--- src/design/gdad_pkg.sv ---
`default_nettype none
package gdad_pkg;

  // field widths
  localparam int YEAR_BITS  = 16;
  localparam int COUNT_BITS = 16;
  localparam int DAY_BITS   = 5;
  localparam int MONTH_BITS = 4;
  localparam int STAT_BITS  = 2;

  // day + count needs one bit above the wider of the two
  localparam int DSUM_BITS = ((COUNT_BITS > DAY_BITS) ? COUNT_BITS : DAY_BITS) + 1;

  localparam int R400_BITS = 9;
  localparam int R100_BITS = 7;

  // year / 400 by reciprocal multiply: exact for every YEAR_BITS-bit year
  localparam int LEAP_CYCLE = 400;
  localparam int RCP_SHIFT  = YEAR_BITS + R400_BITS;
  localparam int PROD_BITS  = 2 * YEAR_BITS + 1;
  localparam int QUO_BITS   = YEAR_BITS - 7;
  localparam longint unsigned RCP_FULL =
    ((64'd1 << RCP_SHIFT) + 64'(LEAP_CYCLE - 1)) / 64'(LEAP_CYCLE);
  localparam logic [YEAR_BITS:0] RCP_MUL = (YEAR_BITS+1)'(RCP_FULL);

  localparam logic [YEAR_BITS-1:0] YEAR_MAX = {YEAR_BITS{1'b1}};

  localparam logic [R400_BITS-1:0] R400_LAST = R400_BITS'(399);
  localparam logic [R100_BITS-1:0] R100_LAST = R100_BITS'(99);

  localparam logic [MONTH_BITS-1:0] MONTH_JAN = MONTH_BITS'(1);
  localparam logic [MONTH_BITS-1:0] MONTH_FEB = MONTH_BITS'(2);
  localparam logic [MONTH_BITS-1:0] MONTH_DEC = MONTH_BITS'(12);

  localparam logic [MONTH_BITS-1:0] SHORT_MONTHS [4] = '{
    MONTH_BITS'(4), MONTH_BITS'(6), MONTH_BITS'(9), MONTH_BITS'(11)
  };

  localparam logic [DAY_BITS-1:0] LEN_31 = DAY_BITS'(31);
  localparam logic [DAY_BITS-1:0] LEN_30 = DAY_BITS'(30);
  localparam logic [DAY_BITS-1:0] LEN_29 = DAY_BITS'(29);
  localparam logic [DAY_BITS-1:0] LEN_28 = DAY_BITS'(28);

  typedef enum logic [STAT_BITS-1:0] {
    STATUS_OK       = 2'd0,
    STATUS_INVALID  = 2'd1,
    STATUS_OVERFLOW = 2'd2
  } status_t;

  // one classified item handed from front to back
  typedef struct packed {
    logic [DSUM_BITS-1:0]  day;
    logic [MONTH_BITS-1:0] month;
    logic [YEAR_BITS-1:0]  year;
    logic [R400_BITS-1:0]  r400;
    logic [R100_BITS-1:0]  r100;
    logic                  invalid;
  } q_entry_t;

  localparam int Q_DEPTH = 2;

  function automatic logic [DAY_BITS-1:0] month_len(input logic [MONTH_BITS-1:0] m,
                                                    input logic leap);
    logic [DAY_BITS-1:0] len;
    len = LEN_31;
    for (int i = 0; i < 4; i++) begin
      if (m == SHORT_MONTHS[i]) len = LEN_30;
    end
    if (m == MONTH_FEB) len = leap ? LEN_29 : LEN_28;
    return len;
  endfunction

endpackage
`default_nettype wire

--- src/design/gdad_front.sv ---
`default_nettype none
module gdad_front (
  input  wire logic                            clk,
  input  wire logic                            rst_n,
  input  wire logic                            in_valid,
  output logic                                 in_ready,
  input  wire logic [gdad_pkg::DAY_BITS-1:0]   in_day,
  input  wire logic [gdad_pkg::MONTH_BITS-1:0] in_month,
  input  wire logic [gdad_pkg::YEAR_BITS-1:0]  in_year,
  input  wire logic [gdad_pkg::COUNT_BITS-1:0] in_days_to_add,
  output logic                                 push_valid,
  input  wire logic                            push_ready,
  output gdad_pkg::q_entry_t                   push_data
);
  import gdad_pkg::*;

  typedef enum logic [1:0] {F_IDLE, F_QUO, F_REM, F_PUSH} fstate_t;

  fstate_t               state_r, state_nxt;
  logic [DSUM_BITS-1:0]  day_r, day_nxt;
  logic [MONTH_BITS-1:0] month_r, month_nxt;
  logic [YEAR_BITS-1:0]  year_r, year_nxt;
  logic [QUO_BITS-1:0]   quo_r, quo_nxt;
  logic [R400_BITS-1:0]  r400_r, r400_nxt;
  logic                  invalid_r, invalid_nxt;

  logic                  date_bad;
  logic [PROD_BITS-1:0]  prod;
  logic [YEAR_BITS-1:0]  quo_x400;
  logic [R100_BITS-1:0]  r100;

  assign date_bad = (in_day == '0) || (in_month == '0) || (in_month > MONTH_DEC);

  // year / 400 by reciprocal multiply, then back to the multiple of 400
  assign prod     = PROD_BITS'(year_r) * PROD_BITS'(RCP_MUL);
  assign quo_x400 = YEAR_BITS'(quo_r) * YEAR_BITS'(LEAP_CYCLE);

  // mod 100 from mod 400
  always_comb begin
    if (r400_r >= R400_BITS'(300))      r100 = R100_BITS'(r400_r - R400_BITS'(300));
    else if (r400_r >= R400_BITS'(200)) r100 = R100_BITS'(r400_r - R400_BITS'(200));
    else if (r400_r >= R400_BITS'(100)) r100 = R100_BITS'(r400_r - R400_BITS'(100));
    else                                r100 = R100_BITS'(r400_r);
  end

  assign in_ready   = (state_r == F_IDLE);
  assign push_valid = (state_r == F_PUSH);

  always_comb begin
    push_data.day     = day_r;
    push_data.month   = month_r;
    push_data.year    = year_r;
    push_data.r400    = r400_r;
    push_data.r100    = r100;
    push_data.invalid = invalid_r;
  end

  // next state
  always_comb begin
    state_nxt   = state_r;
    day_nxt     = day_r;
    month_nxt   = month_r;
    year_nxt    = year_r;
    quo_nxt     = quo_r;
    r400_nxt    = r400_r;
    invalid_nxt = invalid_r;
    case (state_r)
      F_IDLE: begin
        if (in_valid) begin
          month_nxt   = in_month;
          year_nxt    = in_year;
          invalid_nxt = date_bad;
          r400_nxt    = '0;
          if (date_bad) begin
            day_nxt   = DSUM_BITS'(in_day);
            state_nxt = F_PUSH;
          end else begin
            day_nxt   = DSUM_BITS'(in_day) + DSUM_BITS'(in_days_to_add);
            state_nxt = F_QUO;
          end
        end
      end
      F_QUO: begin
        quo_nxt   = QUO_BITS'(prod >> RCP_SHIFT);
        state_nxt = F_REM;
      end
      F_REM: begin
        r400_nxt  = R400_BITS'(year_r - quo_x400);
        state_nxt = F_PUSH;
      end
      F_PUSH: begin
        if (push_ready) state_nxt = F_IDLE;
      end
      default: state_nxt = F_IDLE;
    endcase
  end

  always_ff @(posedge clk) begin
    if (!rst_n) begin
      state_r <= F_IDLE;
    end else begin
      state_r <= state_nxt;
    end
    day_r     <= day_nxt;
    month_r   <= month_nxt;
    year_r    <= year_nxt;
    quo_r     <= quo_nxt;
    r400_r    <= r400_nxt;
    invalid_r <= invalid_nxt;
  end

  // remainder is reduced by the time the item is handed on
  a_r400_range: assert property (@(posedge clk) disable iff (!rst_n)
    (state_r == F_PUSH) |-> (r400_r <= R400_LAST))
    else $error("front: remainder mod 400 out of range");

endmodule
`default_nettype wire

--- src/design/gdad_queue.sv ---
`default_nettype none
module gdad_queue (
  input  wire logic               clk,
  input  wire logic               rst_n,
  input  wire logic               push_valid,
  output logic                    push_ready,
  input  wire gdad_pkg::q_entry_t push_data,
  output logic                    pop_valid,
  input  wire logic               pop_ready,
  output gdad_pkg::q_entry_t      pop_data
);
  import gdad_pkg::*;

  localparam int PTR_BITS = (Q_DEPTH > 1) ? $clog2(Q_DEPTH) : 1;
  localparam int CNT_BITS = $clog2(Q_DEPTH + 1);

  q_entry_t              mem_r [Q_DEPTH];
  logic [PTR_BITS-1:0]   wr_ptr_r, rd_ptr_r;
  logic [CNT_BITS-1:0]   count_r;
  logic                  do_push, do_pop;

  assign push_ready = (count_r != CNT_BITS'(Q_DEPTH));
  assign pop_valid  = (count_r != '0);
  assign pop_data   = mem_r[rd_ptr_r];
  assign do_push    = push_valid && push_ready;
  assign do_pop     = pop_valid && pop_ready;

  // pointer and fill count
  always_ff @(posedge clk) begin
    if (!rst_n) begin
      wr_ptr_r <= '0;
      rd_ptr_r <= '0;
      count_r  <= '0;
    end else begin
      if (do_push) begin
        wr_ptr_r <= (wr_ptr_r == PTR_BITS'(Q_DEPTH - 1)) ? '0 : wr_ptr_r + 1'b1;
      end
      if (do_pop) begin
        rd_ptr_r <= (rd_ptr_r == PTR_BITS'(Q_DEPTH - 1)) ? '0 : rd_ptr_r + 1'b1;
      end
      if (do_push && !do_pop)      count_r <= count_r + 1'b1;
      else if (do_pop && !do_push) count_r <= count_r - 1'b1;
    end
  end

  // storage
  always_ff @(posedge clk) begin
    if (do_push) mem_r[wr_ptr_r] <= push_data;
  end

  a_count_bound: assert property (@(posedge clk) disable iff (!rst_n)
    (count_r <= CNT_BITS'(Q_DEPTH)))
    else $error("queue: fill count beyond depth");

endmodule
`default_nettype wire

--- src/design/gdad_back.sv ---
`default_nettype none
module gdad_back (
  input  wire logic                             clk,
  input  wire logic                             rst_n,
  input  wire logic                             pop_valid,
  output logic                                  pop_ready,
  input  wire gdad_pkg::q_entry_t               pop_data,
  output logic                                  out_valid,
  input  wire logic                             out_ready,
  output logic [gdad_pkg::DAY_BITS-1:0]         out_day,
  output logic [gdad_pkg::MONTH_BITS-1:0]       out_month,
  output logic [gdad_pkg::YEAR_BITS-1:0]        out_year,
  output logic [gdad_pkg::STAT_BITS-1:0]        out_status
);
  import gdad_pkg::*;

  typedef enum logic [1:0] {B_IDLE, B_WALK, B_DONE} bstate_t;

  bstate_t               state_r;
  logic [DSUM_BITS-1:0]  day_r;
  logic [MONTH_BITS-1:0] month_r;
  logic [YEAR_BITS-1:0]  year_r;
  logic [R400_BITS-1:0]  r400_r;
  logic [R100_BITS-1:0]  r100_r;
  status_t               stat_r;

  logic                  out_valid_r;
  logic [DAY_BITS-1:0]   out_day_r;
  logic [MONTH_BITS-1:0] out_month_r;
  logic [YEAR_BITS-1:0]  out_year_r;
  status_t               out_stat_r;

  logic                  leap;
  logic [DAY_BITS-1:0]   len;
  logic                  fits;
  logic                  out_free;

  assign leap     = ((year_r[1:0] == 2'b00) && (r100_r != '0)) || (r400_r == '0);
  assign len      = month_len(month_r, leap);
  assign fits     = (day_r <= DSUM_BITS'(len));
  assign out_free = !out_valid_r || out_ready;

  assign pop_ready  = (state_r == B_IDLE);
  assign out_valid  = out_valid_r;
  assign out_day    = out_day_r;
  assign out_month  = out_month_r;
  assign out_year   = out_year_r;
  assign out_status = out_stat_r;

  // one month removed per cycle, result register at the end
  always_ff @(posedge clk) begin
    if (!rst_n) begin
      state_r     <= B_IDLE;
      out_valid_r <= 1'b0;
    end else begin
      if (out_valid_r && out_ready && (state_r != B_DONE)) out_valid_r <= 1'b0;
      case (state_r)
        B_IDLE: begin
          if (pop_valid) begin
            day_r   <= pop_data.day;
            month_r <= pop_data.month;
            year_r  <= pop_data.year;
            r400_r  <= pop_data.r400;
            r100_r  <= pop_data.r100;
            if (pop_data.invalid) begin
              stat_r  <= STATUS_INVALID;
              state_r <= B_DONE;
            end else begin
              stat_r  <= STATUS_OK;
              state_r <= B_WALK;
            end
          end
        end
        B_WALK: begin
          if (fits) begin
            state_r <= B_DONE;
          end else begin
            day_r <= day_r - DSUM_BITS'(len);
            if (month_r == MONTH_DEC) begin
              month_r <= MONTH_JAN;
              if (year_r == YEAR_MAX) begin
                year_r <= '0;
                r400_r <= '0;
                r100_r <= '0;
                stat_r <= STATUS_OVERFLOW;
              end else begin
                year_r <= year_r + 1'b1;
                r400_r <= (r400_r == R400_LAST) ? '0 : r400_r + 1'b1;
                r100_r <= (r100_r == R100_LAST) ? '0 : r100_r + 1'b1;
              end
            end else begin
              month_r <= month_r + 1'b1;
            end
          end
        end
        B_DONE: begin
          if (out_free) begin
            out_valid_r <= 1'b1;
            out_day_r   <= day_r[DAY_BITS-1:0];
            out_month_r <= month_r;
            out_year_r  <= year_r;
            out_stat_r  <= stat_r;
            state_r     <= B_IDLE;
          end
        end
        default: state_r <= B_IDLE;
      endcase
    end
  end

  // a walked result has a month from 1 to 12 and a nonzero day
  a_result_date: assert property (@(posedge clk) disable iff (!rst_n)
    (out_valid_r && (out_stat_r != STATUS_INVALID)) |->
      ((out_month_r >= MONTH_JAN) && (out_month_r <= MONTH_DEC) && (out_day_r != '0)))
    else $error("back: result date out of range");

  // the walk never drives the day to zero
  a_walk_day: assert property (@(posedge clk) disable iff (!rst_n)
    (state_r == B_WALK) |-> (day_r != '0))
    else $error("back: day reached zero during walk");

  // year remainders stay within their ranges during the walk
  a_rem_link: assert property (@(posedge clk) disable iff (!rst_n)
    (state_r == B_WALK) |-> (r400_r <= R400_LAST) && (r100_r <= R100_LAST))
    else $error("back: year remainders out of range");

endmodule
`default_nettype wire

--- src/design/gregorian_date_add_days_top.sv ---
`default_nettype none
// Gregorian date adder.
// Input channel (in_valid/in_ready): a start date in_day, in_month, in_year and a
// day count in_days_to_add. Output channel (out_valid/out_ready): the resulting
// date out_day, out_month, out_year and out_status (0 ok, 1 invalid start date
// returned unchanged, 2 year wrapped past its maximum).
// The front stage takes one transfer, checks the date and reduces the year mod 400
// by a reciprocal multiply (F_QUO, then F_REM), then pushes into a two-entry queue.
// The back stage removes one whole month per cycle until the day fits.
// A count of N days walks about N / 30.4 months, up to about 2160 months for the
// largest count. Invalid dates skip the walk. While the back walks one item, the
// front takes the next one and overlaps it through the queue.
// Reset empties the queue and drops any item in flight; out_valid goes low.
// When the receiver stalls, the result is held in the output register, the back
// stage finishes its next item and waits, and the queue and front fill up before
// in_ready drops.
module gregorian_date_add_days_top (
  input  wire logic                            clk,
  input  wire logic                            rst_n,
  input  wire logic                            in_valid,
  output logic                                 in_ready,
  input  wire logic [gdad_pkg::DAY_BITS-1:0]   in_day,
  input  wire logic [gdad_pkg::MONTH_BITS-1:0] in_month,
  input  wire logic [gdad_pkg::YEAR_BITS-1:0]  in_year,
  input  wire logic [gdad_pkg::COUNT_BITS-1:0] in_days_to_add,
  output logic                                 out_valid,
  input  wire logic                            out_ready,
  output logic [gdad_pkg::DAY_BITS-1:0]        out_day,
  output logic [gdad_pkg::MONTH_BITS-1:0]      out_month,
  output logic [gdad_pkg::YEAR_BITS-1:0]       out_year,
  output logic [gdad_pkg::STAT_BITS-1:0]       out_status
);
  import gdad_pkg::*;

  logic     push_valid, push_ready;
  q_entry_t push_data;
  logic     pop_valid, pop_ready;
  q_entry_t pop_data;

  gdad_front u_front (
    .clk            (clk),
    .rst_n          (rst_n),
    .in_valid       (in_valid),
    .in_ready       (in_ready),
    .in_day         (in_day),
    .in_month       (in_month),
    .in_year        (in_year),
    .in_days_to_add (in_days_to_add),
    .push_valid     (push_valid),
    .push_ready     (push_ready),
    .push_data      (push_data)
  );

  gdad_queue u_queue (
    .clk        (clk),
    .rst_n      (rst_n),
    .push_valid (push_valid),
    .push_ready (push_ready),
    .push_data  (push_data),
    .pop_valid  (pop_valid),
    .pop_ready  (pop_ready),
    .pop_data   (pop_data)
  );

  gdad_back u_back (
    .clk        (clk),
    .rst_n      (rst_n),
    .pop_valid  (pop_valid),
    .pop_ready  (pop_ready),
    .pop_data   (pop_data),
    .out_valid  (out_valid),
    .out_ready  (out_ready),
    .out_day    (out_day),
    .out_month  (out_month),
    .out_year   (out_year),
    .out_status (out_status)
  );

endmodule
`default_nettype wire

--- config.mk ---
export PLATFORM = sky130hd
export DESIGN_NAME = gregorian_date_add_days_top
export DESIGN_NICKNAME = d
export VERILOG_FILES = /design/src/design/gdad_pkg.sv /design/src/design/gdad_front.sv /design/src/design/gdad_queue.sv /design/src/design/gdad_back.sv /design/src/design/gregorian_date_add_days_top.sv
export SDC_FILE = /design/constraint.sdc
export NUM_CORES = 1
export LEC_CHECK = 0
export BUFFER_PORTS_ARGS = -buffer_cell sky130_fd_sc_hd__buf_4
export CORE_MARGIN = 2
export CORE_UTILIZATION = 40
export DETAILED_ROUTE_END_ITERATION = 16
export SKIP_LAST_GASP = 1
export SLEW_MARGIN = 10
export SYNTH_ARGS = -nofsm -noshare
export SYNTH_HDL_FRONTEND = slang
export SYNTH_SLANG_ARGS = --single-unit
--- constraint.sdc ---
create_clock -name clk -period 6.15 [get_ports clk]
set_input_delay 1.23 -clock clk [delete_from_list [all_inputs] [get_ports clk]]
set_output_delay 1.23 -clock clk [all_outputs]
set_load 0.02 [all_outputs]
# ---- Word level (Yosys, flattened, before mapping)
# Memories as Yosys holds them, arrays and structs flattened. A register that Yosys moved wholly into a read port is not among the register bits.
# Cells that the tools add are included.
dict set report op_classes {
  n_bitwise 0
  addsub 14
  n_lt_le_gt_ge 5
  n_reduce_logical 33
  eq_ne 24
  mux 62
  div 0
  n_shift 0
  multipliers 2
}
# op n
set ops {}
lappend ops {{two-way mux 16 bit} 4}
lappend ops {{two-way mux 7 bit} 8}
lappend ops {{two-way mux 9 bit} 6}
lappend ops {{one-hot mux 9 bit (2 select lines)} 2}
lappend ops {{two-way mux 17 bit} 2}
lappend ops {{one-hot mux 17 bit (2 select lines)} 1}
lappend ops {{multiplier 16 x 17 -> 33 bit (second input constant)} 1}
lappend ops {{one-hot mux 16 bit (2 select lines)} 1}
lappend ops {{two-way mux 2 bit} 13}
lappend ops {{adder 5 x 16 -> 17 bit} 1}
lappend ops {{less-or-equal comparator 17 x 5 -> 1 bit} 1}
lappend ops {{subtractor 17 x 5 -> 17 bit} 1}
lappend ops {{adder 16 x 1 -> 16 bit (second input constant)} 1}
lappend ops {{== test 16 bit (second input constant)} 1}
lappend ops {{two-way mux 1 bit} 15}
lappend ops {{one-hot mux 7 bit (2 select lines)} 1}
lappend ops {{subtractor 7 bit (second input constant)} 2}
lappend ops {{== test 4 bit (second input constant)} 3}
lappend ops {{two-way mux 4 bit} 3}
lappend ops {{two-way mux 5 bit} 2}
lappend ops {{inequality test 2 x 1 -> 1 bit (second input constant)} 5}
lappend ops {{inequality test 2 bit (second input constant)} 5}
lappend ops {{adder 9 x 1 -> 9 bit (second input constant)} 1}
lappend ops {{== test 9 bit (second input constant)} 1}
lappend ops {{other kinds (35)} 59}
dict set report totals {
  out_inout_bits 29
  word_cells 164
  mem_count 1
  latchBits 0
  reg_bits 146
  ramBits 108
  romBits 0
}
# memory words width rd rd_ports_with_merged_regs write_ports line
set memory_table {}
lappend memory_table {u_queue.mem_r 2 54 1 1 1 gdad_queue.sv:17} ;# q_entry_t mem_r [Q_DEPTH];

# ---- Longest topological paths before layout
dict set report logic_depth {
  ltp_word 9
  ltp_mapped 19
}

# ---- Modules after synthesis
# From an unflattened synthesis, not the netlist that was laid out.
dict set report hier_totals {
  hier_cells 1328
  hier_area_um2 16131.7
}
# mod area_each_um2 seq_area_each_um2 instances cells_per_inst
set by_module_without_submodules {}
lappend by_module_without_submodules {gdad_front 7644.8 1601.5 1 741}
lappend by_module_without_submodules {gdad_back 4350.4 2522.4 1 395}
lappend by_module_without_submodules {gdad_queue 4136.5 3343.2 1 192}

# ---- Worst setup path after synthesis
# Ideal clock, no wire load.
dict set report synth_timing {
  path_kind {flip-flop to flip-flop}
  start {register u_front.year_r[10]}
  end {register u_front.quo_r[3] (data pin)}
  path_slack_ns 0.764
  period_less_slack_ns 5.386
  arrival_time_ns 5.127
  setup_time_ns 0.259
  stages_incl_launch_ff 16
  path_buffers 0
  cell_sequence {edfxtp_1 fa_1 fa_1 inv_1 fa_1 inv_1 fa_1 fa_1 fa_1 ha_1 nand4_1 nor3_1 o211ai_1 a31oi_1 nor3_1 a211o_1}
}
dict set report synth_between {
  elab_chain_len 1
}
# element line
set synth_lines {}
lappend synth_lines {{start: declaration} gdad_front.sv:22} ;# logic [YEAR_BITS-1:0] year_r, year_nxt;
lappend synth_lines {{start signal: assignment} gdad_front.sv:106} ;# year_r <= year_nxt;
lappend synth_lines {{multiplier 16 x 17 -> 33 bit} gdad_front.sv:35} ;# assign prod = PROD_BITS'(year_r) * PROD_BITS'(RCP_MUL);
lappend synth_lines {{net u_front.prod[28]} gdad_front.sv:28} ;# logic [PROD_BITS-1:0] prod;
lappend synth_lines {{end signal: assignment} gdad_front.sv:107} ;# quo_r <= quo_nxt;
lappend synth_lines {{end: declaration} gdad_front.sv:23} ;# logic [QUO_BITS-1:0] quo_r, quo_nxt;
# The timed path passes the listed nets, and every way through them passes these cells.
# A chain may end at the register's enable or synchronous reset.

# ---- Final worst setup path
# Same ends and word-level chain as after synthesis.

==> key figures <==
Clock network
  – H-Tree Level Count: 1
  – Post-CTS Setup Inserts: 0
  – CTS tree: yes
  – Post_cts resized: 0
  – CTS Buf Count: 27
  – Clk pin slew, worst setup/hold paths: 0.06 ns
  – Clock root cell: clkbuf_16
  – Clk Latency, worst-skew pair: 0.57 ns
  – Clk sinks: 248
  – CTS Hold Bufs: 0
  – Clock tree buffer depth: 3

Floorplanning
  – Die X: 200 µm
  – Boundary pin count: 74
  – Full die area: 40200 µm²
  – Site row count: 71
  – Placeable Area: 37800 µm²
  – Initial Util: 40.8%
  – Die H: 200 µm

Placed design
  – Placed instance area: 16700 µm²
  – Post-DP HPWL: 25.2 mm
  – GPL Wtd Cong: 0.898
  – Number of port buffers: 73

Detailed routing
  – Vias per Instance: 5.00
  – DRC viols: 0
  – Drt initial violations: 528
  – DRT Pass-1 Iters: 5
  – Wire per inst: 17.6 µm
  – Post-route ant nets: 0
  – Vias post-DR: 9334
  – Final WL: 32.9 mm

Yosys
  – Top post-synthesis cells by area: edfxtp_1, fa_1, ha_1
  – Seq/Total Area, Yosys: 47.6%
  – Flops & latches, synth: 248
  – Mean post-synth cell area: 12.5 µm²
  – Gate Count Post-Synth: 1239
  – EDFF count, synth: 238
  – Netlist cell types: 61
  – Post-synth ARST share: 0%
  – Synth warnings: 0
  – Ys flop type: edfxtp_1
  – Mapped Area: 15400 µm²
  – Post-synth top area share: 46.3%
  – Synthesized Nets: 1538
  – Area leader, netlist: edfxtp_1

Finish
  – Final #Nets: 1635
  – Layout cell share with drive strength beyond 1: 11.0%
  – Final Cell Area: 17500 µm²
  – Ant. Diodes: 0
  – Area delta synth->final: 13.7%

STA
  – FMAX: 175 MHz
  – Crit share post-route: 92.9%
  – Clk_skew: 0.0105 ns
  – Crit path time final: 5.71 ns
  – Final Setup Violations: 0
  – RSZ-0062 raised after global routing: false
  – Setup_tns: 0 ns
  – Final hold violations: 0
  – Max_slew headroom: 41.9%
  – Worst Max-Slew Pin Slew: 0.871 ns
  – Hold WS: 0.419 ns
  – Final Max Slew Viols: 0

Critical path
  – Most numerous cell on the critical path: fa_1
  – Critical Path Start Type: flop
  – Critical Path AT: 6.03 ns
  – Crit. End Element: flop
  – CP peak stage delay: 0.64 ns
  – Reg-to-reg slack, setup: 0.44 ns
  – Crit-path max FO: 7
  – Critical path class: flop to flop
  – Crit-path slowest cell: fa_1
  – Worst path required time: 6.47 ns
  – Crit path cell chain: fa_1 > fa_1 > inv_1 > fa_1 > inv_1 > fa_1 > fa_1 > fa_1 > ha_1 > nand4_1 > nor3_1 > buf_4 > o211ai_1 > a31oi_1 > nor3_1 > a211o_1

Global routing
  – Largest net degree at the start of global routing: 74
  – Remaining global-route overflow: 0
  – Vias in the first global route: 9674
  – Initial antenna violation count: 0
  – First-pass GRT wire length: 53.4 mm
  – GRT Resource Usage Total: 16.8%

Min path
  – Worst hold path class: flop to flop

Outcome
  – Status: finished clean

Run
  – Maxcap violations: 0
## cells in the final DEF, fill, tap and decap left out, types with 5 or more instances in the layout
cell type	instances
dfxtp_1	9
nand2_1	53
ha_1	155
nand2b_1	5
clkinv_1	8
o22ai_1	28
nor2_1	48
buf_4	89
xor2_1	27
nor3_1	17
and3_1	6
nand3_1	24
mux2i_1	43
o211ai_1	9
edfxtp_1	238
a21oi_1	34
fa_1	99
xnor2_1	48
and2_1	10
a211oi_1	16
nand4_1	8
inv_1	206
o21ai_0	36
a31oi_1	6
nor2b_1	17
clkbuf_16	27
a21o_1	11
## per-layer routing
layer / part of all wire, % / GRT usage, % / up-vias
li1: - / - / 4513
met1: 47 / 23.7 / 4574
met5: 0 / 0 / -
met2: 47 / 27.2 / 199
met3: 4.0 / 2.63 / 48
met4: 2.4 / 4.29 / 0
## kinds of logic after synthesis
family          share of synthesized area, %
fa+ha+maj                               25.4
buf+inv                                 5.59
simple gates                            7.03
flops                                   47.6
compound gates                          7.12
xor+xnor                                4.25
mux                                     3.01
## cell type report
type / count / area, µm²
Clock buffer: 35 / 746
Clock inverter: 14 / 111
Fill cell: 3448 / 20300
Inverter: 208 / 781
Multi-Input combinational cell: 762 / 7250
Sequential cell: 248 / 7350
Tap cell: 511 / 639
Timing Repair Buffer: 89 / 668
## worst max-delay path: cells and delay by family, from the launching register on
family	cells	cell delay, ns
adders and majority gates	7	3.56
AOI/OAI and AO/OA	3	0.60
DFF	1	0.52
and+or+nand+nor	3	0.47
buffers and inverters	3	0.30
## flip-flops by register name (all words and copies together) (netlist names), named ones only
register,flops
u_queue.mem_r,104
u_back.day_r,17
u_front.day_r,17
u_back.out_year,16
u_back.year_r,16
u_front.year_r,16
u_back.r400_r,9
u_front.r400_r,9
u_back.r100_r,7
u_back.out_day,5
u_front.quo_r,5
u_back.month_r,4
u_back.out_month,4
u_front.month_r,4
u_back.out_status,2
u_back.stat_r,2
u_back.state_r,2
u_front.state_r,2
u_queue.count_r,2
u_back.out_valid,1
u_front.invalid_r,1
u_queue.rd_ptr_r,1
u_queue.wr_ptr_r,1
## cell usage after synthesis, types with 11 or more instances
library cell / count
edfxtp_1: 238
inv_1: 207
ha_1: 155
fa_1: 99
nand2_1: 53
nor2_1: 50
xnor2_1: 48
mux2i_1: 43
o21ai_0: 36
a21oi_1: 34
o22ai_1: 28
xor2_1: 27
nand3_1: 24
a211oi_1: 17
nor2b_1: 17
nor3_1: 17
clkbuf_1: 15
a21o_1: 11
and2_1: 11
## worst paths after layout
| check | start | end | cells past startpoint |
|---|---|---|---|
| max | u_front.year_r[10] | u_front.quo_r[3] | 16 |
| min | u_back.stat_r[1] | u_back.out_status[1] | 0 |
| max reg2reg | u_front.year_r[10] | u_front.quo_r[3] | 16 |
| min reg2reg | u_back.stat_r[1] | u_back.out_status[1] | 0 |
## per-stage QoR
stage | instances | util, % | setup slack [ns]
3_5_place_dp | 1818 | 44.1 | 0.524
2_1_floorplan | 1239 | - | 0.764
5_1_grt | 1867 | 46.4 | 0.160
6_report | 1867 | 46.4 | 0.437
3_3_place_gp | 1818 | 44.1 | 0.594
4_1_cts | 1867 | 46.4 | 0.471
Power is not shown: default switching activity piles up to over one toggle a cycle in this logic, so the estimate is an artifact.
